File: config.mk
export PLATFORM = sky130hd
export DESIGN_NAME = gamepad_serial_poller
export DESIGN_NICKNAME = d
export VERILOG_FILES = /design/src/rtl/gsp_pkg.sv /design/src/rtl/gsp_step.sv /design/src/rtl/gamepad_serial_poller.sv
export SDC_FILE = /design/constraint.sdc
export NUM_CORES = 1
export LEC_CHECK = 0
export ABC_AREA = 1
export BUFFER_PORTS_ARGS = -buffer_cell sky130_fd_sc_hd__buf_2
export CORE_MARGIN = 5
export CORE_UTILIZATION = 30
export DETAILED_ROUTE_END_ITERATION = 16
export PLACE_DENSITY = 0.5
export SLEW_MARGIN = 5
export SYNTH_ARGS = -nofsm -noshare
export SYNTH_HDL_FRONTEND = slang
export SYNTH_SLANG_ARGS = --single-unit
File: constraint.sdc
create_clock -name i_clk -period 10.63 [get_ports i_clk]
set_input_delay 1.063 -clock i_clk [delete_from_list [all_inputs] [get_ports i_clk]]
set_output_delay 1.063 -clock i_clk [all_outputs]
set_load 0.01 [all_outputs]
File: src/rtl/gsp_pkg.sv
package gsp_pkg;

    // Frame lengths in bytes. The extended frame is never shorter than the short one.
    localparam int unsigned SHORT_FRAME_BYTES = 9;
    localparam int unsigned FULL_FRAME_BYTES  = 21;
    localparam int unsigned FULL_LEN_BYTES    =
        (FULL_FRAME_BYTES > SHORT_FRAME_BYTES) ? FULL_FRAME_BYTES : SHORT_FRAME_BYTES;

    localparam logic [4:0]  SHORT_LEN = 5'(SHORT_FRAME_BYTES);
    localparam logic [4:0]  FULL_LEN  = 5'(FULL_LEN_BYTES);

    localparam logic [7:0]  CMD_START    = 8'h01;
    localparam logic [7:0]  CMD_POLL     = 8'h42;
    localparam logic [7:0]  ID_EXTENDED  = 8'h79;
    localparam logic [7:0]  ID_TYPE_MASK = 8'hF0;
    localparam logic [7:0]  ID_TYPE_OK   = 8'h70;
    localparam logic [15:0] BUTTONS_NONE = 16'hFFFF;

    localparam logic [4:0]  BYTE_START = 5'd0;
    localparam logic [4:0]  BYTE_ID    = 5'd1;
    localparam logic [4:0]  BYTE_BTN_LO = 5'd3;
    localparam logic [4:0]  BYTE_BTN_HI = 5'd4;

    localparam logic [7:0]  RST_CLOCK_LOW  = 8'd5;
    localparam logic [7:0]  RST_CLOCK_HIGH = 8'd5;
    localparam logic [7:0]  RST_BYTE_GAP   = 8'd18;
    localparam logic [3:0]  RST_MAX_TRIES  = 4'd5;

    typedef enum logic [1:0] {
        CFG_CLOCK_LOW  = 2'd0,
        CFG_CLOCK_HIGH = 2'd1,
        CFG_BYTE_GAP   = 2'd2,
        CFG_MAX_TRIES  = 2'd3
    } t_cfg_idx;

    typedef enum logic [5:0] {
        PH_IDLE     = 6'b000001,
        PH_ATT_GAP  = 6'b000010,
        PH_CLK_LOW  = 6'b000100,
        PH_CLK_HIGH = 6'b001000,
        PH_BYTE_GAP = 6'b010000,
        PH_RETRY    = 6'b100000
    } t_phase;

    typedef struct packed {
        logic       start_req;
        logic       data_in;
    } t_req;

    typedef struct packed {
        logic        command_line;
        logic        clock_line;
        logic        attention_line;
        logic        busy_res;
        logic        done_res;
        logic        success;
        logic [15:0] buttons;
        logic [7:0]  mode_id;
    } t_res;

    typedef struct packed {
        logic [7:0] clock_low_ticks;
        logic [7:0] clock_high_ticks;
        logic [7:0] byte_gap_ticks;
        logic [3:0] max_tries;
    } t_cfg;

    typedef struct packed {
        t_phase      phase;
        logic [7:0]  tick_count;
        logic [2:0]  bit_index;
        logic [4:0]  byte_index;
        logic [3:0]  try_count;
        logic [7:0]  shift_in;
        logic [7:0]  id_byte;
        logic [15:0] button_bytes;
        logic        res_success;
        logic [15:0] res_buttons;
        logic [7:0]  res_mode_id;
    } t_state;

    function automatic logic [7:0] send_byte(logic [4:0] byte_index);
        logic [7:0] b;
        b = 8'h00;
        if (byte_index == BYTE_START) begin
            b = CMD_START;
        end else if (byte_index == BYTE_ID) begin
            b = CMD_POLL;
        end
        return b;
    endfunction

endpackage

File: src/rtl/gsp_step.sv
module gsp_step import gsp_pkg::*; (
    input  t_state i_state,
    input  t_cfg   i_cfg,
    input  t_req   i_req,
    output t_state o_state,
    output t_res   o_res
);

    logic [7:0] low_m1;
    logic [7:0] high_m1;
    logic [3:0] tries_lim;
    logic [7:0] cmd_byte;
    logic       done;
    t_state     s;

    // A zero clock time counts as one tick, zero tries as one attempt.
    assign low_m1    = (i_cfg.clock_low_ticks == 8'd0) ? 8'd0 : i_cfg.clock_low_ticks - 8'd1;
    assign high_m1   = (i_cfg.clock_high_ticks == 8'd0) ? 8'd0 : i_cfg.clock_high_ticks - 8'd1;
    assign tries_lim = (i_cfg.max_tries == 4'd0) ? 4'd1 : i_cfg.max_tries;

    function automatic t_state f_start_byte(t_state st, logic [7:0] lm1);
        t_state r;
        r            = st;
        r.bit_index  = 3'd0;
        r.shift_in   = 8'd0;
        r.phase      = PH_CLK_LOW;
        r.tick_count = lm1;
        return r;
    endfunction

    function automatic t_state f_start_attempt(t_state st, logic [7:0] gap, logic [7:0] lm1);
        t_state r;
        r            = st;
        r.byte_index = 5'd0;
        if (gap == 8'd0) begin
            r = f_start_byte(r, lm1);
        end else begin
            r.phase      = PH_ATT_GAP;
            r.tick_count = gap - 8'd1;
        end
        return r;
    endfunction

    // Ends the frame: either reports the poll or schedules another attempt.
    function automatic t_state f_finish(t_state st, logic [3:0] lim, output logic fin);
        t_state r;
        logic   ok;
        r           = st;
        ok          = (st.id_byte & ID_TYPE_MASK) == ID_TYPE_OK;
        r.res_mode_id = st.id_byte;
        r.try_count = st.try_count + 4'd1;
        r.tick_count = 8'd0;
        if (ok || r.try_count >= lim) begin
            r.res_success = ok;
            r.res_buttons = ok ? st.button_bytes : BUTTONS_NONE;
            r.phase       = PH_IDLE;
            fin           = 1'b1;
        end else begin
            r.phase = PH_RETRY;
            fin     = 1'b0;
        end
        return r;
    endfunction

    function automatic t_state f_after_gap(t_state st, logic [7:0] lm1, logic [3:0] lim,
                                           output logic fin);
        t_state     r;
        logic [4:0] len;
        len = (st.id_byte == ID_EXTENDED) ? FULL_LEN : SHORT_LEN;
        fin = 1'b0;
        if (st.byte_index >= len) begin
            r = f_finish(st, lim, fin);
        end else begin
            r = f_start_byte(st, lm1);
        end
        return r;
    endfunction

    always_comb begin
        s    = i_state;
        done = 1'b0;
        if (i_state.phase == PH_IDLE) begin
            if (i_req.start_req) begin
                s.try_count = 4'd0;
                s = f_start_attempt(s, i_cfg.byte_gap_ticks, low_m1);
            end
        end else if (i_state.tick_count != 8'd0) begin
            s.tick_count = i_state.tick_count - 8'd1;
        end else begin
            unique case (i_state.phase)
                PH_ATT_GAP: begin
                    s = f_start_byte(s, low_m1);
                end
                PH_CLK_LOW: begin
                    if (i_req.data_in) begin
                        s.shift_in = i_state.shift_in | (8'd1 << i_state.bit_index);
                    end
                    s.phase      = PH_CLK_HIGH;
                    s.tick_count = high_m1;
                end
                PH_CLK_HIGH: begin
                    if (i_state.bit_index == 3'd7) begin
                        if (i_state.byte_index == BYTE_ID) begin
                            s.id_byte = i_state.shift_in;
                        end else if (i_state.byte_index == BYTE_BTN_LO) begin
                            s.button_bytes[7:0] = i_state.shift_in;
                        end else if (i_state.byte_index == BYTE_BTN_HI) begin
                            s.button_bytes[15:8] = i_state.shift_in;
                        end
                        s.byte_index = i_state.byte_index + 5'd1;
                        if (i_cfg.byte_gap_ticks == 8'd0) begin
                            s = f_after_gap(s, low_m1, tries_lim, done);
                        end else begin
                            s.phase      = PH_BYTE_GAP;
                            s.tick_count = i_cfg.byte_gap_ticks - 8'd1;
                        end
                    end else begin
                        s.bit_index  = i_state.bit_index + 3'd1;
                        s.phase      = PH_CLK_LOW;
                        s.tick_count = low_m1;
                    end
                end
                PH_BYTE_GAP: begin
                    s = f_after_gap(s, low_m1, tries_lim, done);
                end
                PH_RETRY: begin
                    s = f_start_attempt(s, i_cfg.byte_gap_ticks, low_m1);
                end
                default: begin
                    s.phase = PH_IDLE;
                end
            endcase
        end
    end

    assign cmd_byte = send_byte(s.byte_index);
    assign o_state  = s;

    always_comb begin
        o_res                = '0;
        o_res.command_line   = 1'b1;
        o_res.clock_line     = 1'b1;
        o_res.attention_line = 1'b1;
        if ((s.phase == PH_CLK_LOW) || (s.phase == PH_CLK_HIGH)) begin
            o_res.command_line   = cmd_byte[s.bit_index];
            o_res.clock_line     = (s.phase == PH_CLK_HIGH);
            o_res.attention_line = 1'b0;
        end else if ((s.phase == PH_ATT_GAP) || (s.phase == PH_BYTE_GAP)) begin
            o_res.attention_line = 1'b0;
        end
        o_res.busy_res = (s.phase != PH_IDLE);
        o_res.done_res = done;
        o_res.success  = s.res_success;
        o_res.buttons  = s.res_buttons;
        o_res.mode_id  = s.res_mode_id;
    end

endmodule

File: src/rtl/gamepad_serial_poller.sv
// The result of an accepted tick request is registered in the output register.
// Throughput: one tick request per cycle when not stalled; a tick's update is one pass of logic.
// The request side stalls only while an unaccepted result sits in the output register.
// Reset (synchronous, active low) returns the poller to idle with the default timing
// registers, buttons 0xFFFF, mode id 0, and an empty output register.
module gamepad_serial_poller import gsp_pkg::*; (
    input  logic       i_clk,
    input  logic       i_rst_n,
    input  logic       i_req_valid,
    output logic       o_req_ready,
    input  t_req       i_req,
    output logic       o_res_valid,
    input  logic       i_res_ready,
    output t_res       o_res,
    input  logic       i_cfg_we,
    input  logic [1:0] i_cfg_idx,
    input  logic [7:0] i_cfg_data
);

    // Poller state and the timing registers. Every accepted request is one timing
    // tick: the step logic advances the bus phase by that tick and the resulting
    // line levels and status are captured in the output register.
    t_state r_state;
    t_state n_state;
    t_cfg   r_cfg;
    t_res   r_res;
    t_res   n_res;
    logic   r_res_valid;
    logic   req_accept;

    gsp_step u_step (
        .i_state (r_state),
        .i_cfg   (r_cfg),
        .i_req   (i_req),
        .o_state (n_state),
        .o_res   (n_res)
    );

    // The output register frees up in the same cycle it is drained, so a steady
    // stream of ticks flows at full rate as long as the consumer keeps up.
    assign o_req_ready = !r_res_valid || i_res_ready;
    assign req_accept  = i_req_valid && o_req_ready;
    assign o_res_valid = r_res_valid;
    assign o_res       = r_res;

    always_ff @(posedge i_clk) begin
        if (!i_rst_n) begin
            r_cfg.clock_low_ticks  <= RST_CLOCK_LOW;
            r_cfg.clock_high_ticks <= RST_CLOCK_HIGH;
            r_cfg.byte_gap_ticks   <= RST_BYTE_GAP;
            r_cfg.max_tries        <= RST_MAX_TRIES;
        end else if (i_cfg_we) begin
            unique case (t_cfg_idx'(i_cfg_idx))
                CFG_CLOCK_LOW:  r_cfg.clock_low_ticks  <= i_cfg_data;
                CFG_CLOCK_HIGH: r_cfg.clock_high_ticks <= i_cfg_data;
                CFG_BYTE_GAP:   r_cfg.byte_gap_ticks   <= i_cfg_data;
                CFG_MAX_TRIES:  r_cfg.max_tries        <= i_cfg_data[3:0];
                default: begin
                end
            endcase
        end
    end

    always_ff @(posedge i_clk) begin
        if (!i_rst_n) begin
            r_state.phase        <= PH_IDLE;
            r_state.tick_count   <= 8'd0;
            r_state.bit_index    <= 3'd0;
            r_state.byte_index   <= 5'd0;
            r_state.try_count    <= 4'd0;
            r_state.shift_in     <= 8'd0;
            r_state.id_byte      <= 8'd0;
            r_state.button_bytes <= BUTTONS_NONE;
            r_state.res_success  <= 1'b0;
            r_state.res_buttons  <= BUTTONS_NONE;
            r_state.res_mode_id  <= 8'd0;
            r_res_valid          <= 1'b0;
        end else begin
            if (req_accept) begin
                r_state     <= n_state;
                r_res_valid <= 1'b1;
            end else if (i_res_ready) begin
                r_res_valid <= 1'b0;
            end
        end
    end

    // Result payload needs no reset; it is qualified by the valid flag.
    always_ff @(posedge i_clk) begin
        if (req_accept) begin
            r_res <= n_res;
        end
    end

`ifndef ASSERT_OFF
    // A finishing tick always reports the poller as no longer busy.
    a_done_not_busy: assert property (@(posedge i_clk) disable iff (!i_rst_n)
        r_res_valid |-> !(r_res.done_res && r_res.busy_res))
        else $error("done reported while still busy");

    // When idle, all bus lines are released high.
    a_idle_lines_high: assert property (@(posedge i_clk) disable iff (!i_rst_n)
        (r_res_valid && !r_res.busy_res) |->
            (r_res.command_line && r_res.clock_line && r_res.attention_line))
        else $error("bus line driven low while idle");

    // A start request taken while idle always begins a poll.
    a_start_begins_poll: assert property (@(posedge i_clk) disable iff (!i_rst_n)
        (req_accept && (r_state.phase == PH_IDLE) && i_req.start_req) |=>
            (r_state.phase != PH_IDLE))
        else $error("start request did not begin a poll");

    // A failed poll reports no buttons pressed.
    a_fail_buttons: assert property (@(posedge i_clk) disable iff (!i_rst_n)
        (r_res_valid && r_res.done_res && !r_res.success) |->
            (r_res.buttons == BUTTONS_NONE))
        else $error("failed poll reported button data");
`endif

endmodule
=== Word level (Yosys, flattened, before mapping) ===
Index checks and enable logic that the tools add are counted.

* Flip-flop bits (word level): 142
* Input port bits: 17
* Output and inout bits: 32
* Logic and storage cells: 163

* Add/subtract/negate cells: 7
* Magnitude comparators: 4
* Equality and inequality tests: 37
* Shift-type cells: 1
* Multiplexer cells: 58
* Bitwise operators: 5
* Reductions and logical operators: 27

{| class="wikitable"
|+ Operators by type and width
! cell !! count
|-
| 83-bit two-way mux || 4
|-
| 69-bit two-way mux || 4
|-
| 49-bit one-hot mux with 3 select lines || 1
|-
| 16-bit two-way mux || 7
|-
| 8-bit two-way mux || 13
|-
| 8-bit one-hot mux with 5 select lines || 2
|-
| 66-bit two-way mux || 1
|-
| 17-bit two-way mux || 3
|-
| 12-bit one-hot mux with 4 select lines || 1
|-
| 8-bit by 1-bit subtractor with 8-bit output, second input constant || 4
|-
| 6-bit one-hot mux with 5 select lines || 1
|-
| 8-bit zero test || 3
|-
| 6-bit two-way mux || 3
|-
| 8-bit by 7-bit equality test with 1-bit output, second input constant || 2
|-
| 14-bit two-way mux || 1
|-
| 6-bit by 2-bit equality test with 1-bit output, second input constant || 2
|-
| 6-bit by 3-bit equality test with 1-bit output, second input constant || 2
|-
| 6-bit by 4-bit equality test with 1-bit output, second input constant || 2
|-
| 6-bit by 5-bit equality test with 1-bit output, second input constant || 2
|-
| 3-bit by 1-bit != test with 1-bit output, second input constant || 4
|-
| 11-bit two-way mux || 1
|-
| 11-bit AND reduction || 1
|-
| 5-bit by 1-bit equality test with 1-bit output, second input constant || 2
|-
| 5-bit >= comparator || 2
|-
| 42 further kinds || 71
|}

=== Longest topological paths before layout ===
* Word-level depth: 21
* Mapped depth: 28
* Mapped depth without buffers: 28

=== Modules after synthesis ===
From an unflattened synthesis, not the netlist that was laid out.

* Cell total of the unflattened synthesis: 1,639
* Area total of the unflattened synthesis: 10,406.2 um2

{| class="wikitable"
|+ Modules (own cells, without submodules)
! module !! times used !! cells each !! area an instance (um2) !! seq. area each (um2)
|-
| gamepad_serial_poller || 1 || 679 || 5,454.0 || 3,143.0
|-
| gsp_step || 1 || 960 || 4,952.2 || 0.0
|}

=== Worst setup path after synthesis ===
OpenSTA, ideal clock, no wires.

* Path type: register to register
* Start point: reg r_state[62] (netlist bit)
* End point: reg r_res (netlist bit o_res[29]) (data pin)
* Setup time: 253 ps
* Arrival time: 3,093 ps
* Required time: 10,377 ps
* Setup slack: 7,284 ps
* Stages on the path, launching flop included: 26
* Buffers on the path: 1
* Period minus slack after synthesis: 3,346 ps
* Path through: dfxtp_1 -> inv_1 -> ha_1 -> inv_1 -> nor2_8 -> nand2_4 -> buf_4 -> nand2_1 -> o21ai_1 -> nand2_1 -> nor2_2 -> nand4_1 -> ha_1 -> nand2_1 -> inv_1 -> a21oi_1 -> nand3_1 -> nand2_1 -> nor2_1 -> nand3_1 -> nand2_1 -> nand2_1 -> nand3_1 -> nor2_1 -> nor2b_1 -> nand2_1

* Cells in the longest elaborated chain, start to end: 17
* Elaborated cells on any way between the ends: 35
* Those cells by class: add/sub: 1; order compare: 2; eq/ne: 6; mux: 23; reduce/logical: 3

{| class="wikitable"
|+ RTL lines
! what !! line !! text
|-
| start, declared || gamepad_serial_poller.sv:23 || <nowiki>t_state r_state;</nowiki>
|-
| start signal, assigned || gamepad_serial_poller.sv:80 || <nowiki>r_state <= n_state;</nowiki>
|-
| 5-bit by 1-bit equality test with 1-bit output || gsp_step.sv:103 || <nowiki>if (i_state.byte_index == BYTE_ID) begin</nowiki>
|-
| 8-bit two-way mux || gsp_step.sv:103 ||
|-
| 8-bit two-way mux || gsp_step.sv:102 || <nowiki>if (i_state.bit_index == 3'd7) begin</nowiki>
|-
| 8-bit two-way mux || gsp_step.sv:90 || <nowiki>unique case (i_state.phase)</nowiki>
|-
| 8-bit two-way mux || gsp_step.sv:87 || <nowiki>end else if (i_state.tick_count != 8'd0) begin</nowiki>
|-
| 8-bit two-way mux || gsp_step.sv:82 || <nowiki>if (i_state.phase == PH_IDLE) begin</nowiki>
|-
| 8-bit by 7-bit equality test with 1-bit output / 4-bit by 3-bit equality test with 1-bit output (equally long branches) || gsp_step.sv:69, gsp_step.sv:49 ||
|-
| 5-bit two-way mux / 1-bit logical OR (equally long branches) || gsp_step.sv:69, gsp_step.sv:53 ||
|-
| 5-bit >= comparator / 6-bit two-way mux (equally long branches) || gsp_step.sv:71, gsp_step.sv:53 ||
|-
| 83-bit two-way mux || gsp_step.sv:71 || <nowiki>if (st.byte_index >= len) begin</nowiki>
|-
| 69-bit two-way mux / 14-bit two-way mux (equally long branches) || gsp_step.sv:111 || <nowiki>if (i_cfg.byte_gap_ticks == 8'd0) begin</nowiki>
|-
| 17-bit two-way mux || gsp_step.sv:102 ||
|-
| 12-bit one-hot mux with 4 select lines / 6-bit one-hot mux with 5 select lines (equally long branches) || gsp_step.sv:90 ||
|-
| 69-bit two-way mux / 6-bit two-way mux (equally long branches) || gsp_step.sv:87 ||
|-
| 83-bit two-way mux * || gsp_step.sv:82 ||
|-
| 1-bit binary-select mux with 3-bit select (tied with other cells) || gsp_step.sv:145 || <nowiki>o_res.command_line = cmd_byte[s.bit_index];</nowiki>
|-
| 1-bit two-way mux (not written as such) / 1-bit logical OR (equally long branches) || gsp_step.sv:145, gsp_step.sv:144 ||
|-
| end signal, assigned || gamepad_serial_poller.sv:91 || <nowiki>r_res <= n_res;</nowiki>
|-
| end, declared || gamepad_serial_poller.sv:26 || <nowiki>t_res r_res;</nowiki>
|}

Every way passes the cells marked *; elsewhere a longest branch is shown, timed or not. The select of a mux whose other input is x is not followed.
A chain may end at the register's enable or synchronous reset.

=== Worst setup path in the final report ===
Ends and elaborated chain as after synthesis.

==> summary.md <==
| Metric | Value |
|---|---|
| Outcome | finished clean |
| Crit path max-delay cell type | dfxtp_1 |
| TritonCTS Buffers | 17 |
| All-layer global routing usage | 0.167 |
| Final hold violation count | 0 |
| Max cap viols | 0 |
| Synth area leader | dfxtp_1 |
| CP delay by family, top | simple AND/OR/NAND/NOR gates |
| Worst Path Arrival | 4.34 ns |
| Setup repair after global routing missed its margin | no |
| Antenna violations before repair | 0 |
| Pwr Density | 160 nW/µm² |
| Final HPWL DP | 19.7 mm |
| Area delta synth->final | 12.4% |
| CP peak stage delay | 0.45 ns |
| Crit path launch type | register |
| CTS tree | built |
| Bufs and invs on worst path | 4 |
| Max VDD drop | 0.111 mV |
| Synth Flop Type | dfxtp_1 |
| Share of cells above drive strength 1 | 0.106 |
| Pwr Total | 1.61 mW |
| First-pass DRT Iterations | 5 |
| Die area | 33400 µm² |
| Sequential power share | 0.385 |
| Clock slew at reported path FFs | 0.07 ns |
| P_leak | 4.56 nW |
| Sw Pwr | 543 µW |
| Filler cells | 3256 |
| Clk pwr share | 0.380 |
| Routed len/inst | 15.6 µm |
| First-pass GRT wire length | 44.7 mm |
| Drt first-iter violations | 711 |
| DRT antenna net count | 0 |
| Final min period | 4.14 ns |
| Post-Syn Instances | 1324 |
| # DRC | 0 |
| Clk_skew | 0.0110 ns |
| Yosys warns | 0 |
| F_max | 0.242 GHz |
| Post-synth ARST share | 0 |
| Most frequent cells after synthesis | nand2_1 (313), inv_1 (164), o21ai_0 (135), a21oi_1 (124), dfxtp_1 (112) |
| Yosys top cell area share | 0.251 |
| Vias in the first global route | 8225 |
| Routability Congestion | 0.905 |
| Die Span Y | 183 µm |
| Crit path kind | register to register |
| Flops & latches, synth | 142 |
| CTS Sinks | 142 |
| Hold crit path type | register to register |
| Max-slew headroom | 0.400 |
| Die width | 183 µm |
| Final Setup Violations | 0 |
| Max Slew Vio Count | 0 |
| CTS root buf | clkbuf_16 |
| Initial core utilization | 0.303 |
| Synthesized area | 8940 µm² |
| Most frequent cell after synthesis | nand2_1 |
| Post-Syn Nets | 1367 |
| Boundary Pins | 49 |
| CTS max path bufs | 2 |
| Post-synthesis sequential area ratio | 0.351 |
| Max H-tree Level | 4 |
| CP Data Required Time | 10.83 ns |
| Largest net degree at the start of global routing | 49 |
| Int Pwr | 1.07 mW |
| DR vias/cell | 4.94 |
| Remaining global-route overflow | 0 |
| # rows | 63 |
| Setup_tns | 0 ns |
| Combinational share of power | 0.235 |
| Worst slew pin tran | 0.896 ns |
| Post-synth EDFFs | 30 |
| Final worst path period share | 0.389 |
| Crit end category | register |
| Hold-fix buffers, CTS | 0 |
| Synth top area cells | dfxtp_1 (25%), nand2_1 (13%), edfxtp_1 (10%), o21ai_0 (7.6%), a21oi_1 (6.9%) |
| Via count | 8630 |
| Final wirelength | 27.3 mm |
| Post-cts sizing count | 0 |
| ANT cells | 0 |
| Worst skew pair latency | 0.44 ns |
| Most frequent CP cell | nand2_1 |
| CORE AREA | 29600 µm² |
| CP Cell Sequence | inv_1 > ha_1 > inv_1 > nor2_8 > nand2_4 > o21ai_0 > inv_1 > nand2_1 > nor2_2 > nand4_1 > ha_1 > nand2_1 > inv_1 > a21oi_1 > nand3_1 > nand2_1 > nor2_1 > nand3_1 > nand2_1 > nand2_1 > nand3_1 > nor2_1 > nor2b_1 > nand2_1 |
| Setup Fix Bufs, Post-CTS | 0 |
| Syn Area/Cell | 6.75 µm² |
| Library cells used by synthesis | 51 |
| Number of I/O port buffers | 48 |
| Switching Share | 0.337 |
| Crit path max fanout | 18 |
| Final core occ | 0.340 |
| Nets@finish | 1388 |
==> worst paths after layout <==
path / from / to / slack [ns] / cells past startpoint
setup reg to reg: r_state[62] / o_res[29] / 6.49 / 24
setup / recovery: r_state[62] / o_res[29] / 6.49 / 24
hold / removal: r_state[39] / r_state[39] / 0.48 / 2
hold reg to reg: r_state[39] / r_state[39] / 0.48 / 2
==> cells in the final DEF (no fill, tap or decap), types with 4 or more instances in the layout <==
cell       synthesis  layout
ha_1              26      26
clkbuf_16          0      20
o21ai_1            8       8
nand2_1          313     313
nand2_2           14      14
a31oi_1            9       9
inv_1            164     163
xnor2_1            6       6
inv_2             10      11
nand2_4            5       5
nor2_1           108     108
nand3_1           85      85
buf_2             12      48
a21oi_1          124     124
clkbuf_8           0       4
dfxtp_1          112     112
o21ai_0          135     135
clkinv_2           0       4
o22ai_1            9       9
xor2_1            13      13
nand4_1           17      17
nor2_2             7       7
edfxtp_1          30      30
nor3_1            19      19
buf_4              5       6
o211ai_1          14      14
nor2_4             7       7
a22oi_1            6       6
==> per-stage QoR <==
stage / area, µm² / setup WS [ns] / hold slack (ns) / std cells
final: 10100 / 6.49 / 0.475 / 1748
after global routing: 10100 / 6.12 / 0.493 / 1748
after CTS: 10100 / 6.55 / 0.477 / 1748
after detailed placement: 9450 / 6.56 / 0.461 / 1716
after global placement: 9450 / 6.66 / 0.452 / 1716
after floorplan: 8940 / 7.28 / 0.430 / 1324
==> cell families (layout without fill, tap and decap cells) <==
family                   count (synthesis)  count (layout)  share of synthesized area
AND/OR/NAND/NOR                        591             591                      0.299
AO/OA/AOI/OAI                          316             316                      0.189
buffers and inverters                  229             263                      0.105
flip-flops                             142             142                      0.351
adder cells (fa/ha/maj)                 26              26                     0.0364
XOR/XNOR                                19              19                     0.0186
multiplexers                             1               1                    0.00112
==> power by group through the flow <==
stage / combinational (mW) / sequential, mW / clock [mW]
global route: 0.424 / 0.626 / 0.656
detailed placement: 0.375 / 0.633 / 0
floorplan: 0.282 / 0.628 / 0
CTS: 0.376 / 0.621 / 0.630
finish: 0.378 / 0.621 / 0.613
global placement: 0.375 / 0.632 / 0
==> flip-flops by register name, indices dropped and copies added, names as in the netlist <==
signal / cells
o_res: 30
r_state: 83
o_res_valid: 1
r_cfg: 28
==> layer usage <==
layer | track usage | wire, µm | up-vias
li1 | - | - | 4407
met1 | 0.236 | 13300 | 3967
met2 | 0.262 | 12200 | 228
met3 | 0.0305 | 1380 | 28
met4 | 0.0465 | 368 | 0
met5 | 0 | 0 | -
==> cell type report <==
| class | count | area [µm²] | share of cell area |
|---|---|---|---|
| Sequential cell | 142 | 3140 | 0.313 |
| Multi-Input combinational cell | 953 | 4860 | 0.484 |
| Timing Repair Buffer | 54 | 285 | 0.0284 |
| Clock inverter | 7 | 46.3 | 0.00460 |
| Clock buffer | 25 | 559 | 0.0556 |
| Inverter | 177 | 669 | 0.0666 |
| Tap cell | 390 | 488 | 0.0485 |
==> worst register-to-register path, delay by kind of cell, from the launching register on <==
kind / cells / cell delay [ns]
DFF: 1 / 0.45
adders and majority gates: 2 / 0.60
buffers and inverters: 4 / 0.49
AOI/OAI and AO/OA: 2 / 0.33
and+or+nand+nor: 16 / 2.03
Power figures use the tool's default switching activity.
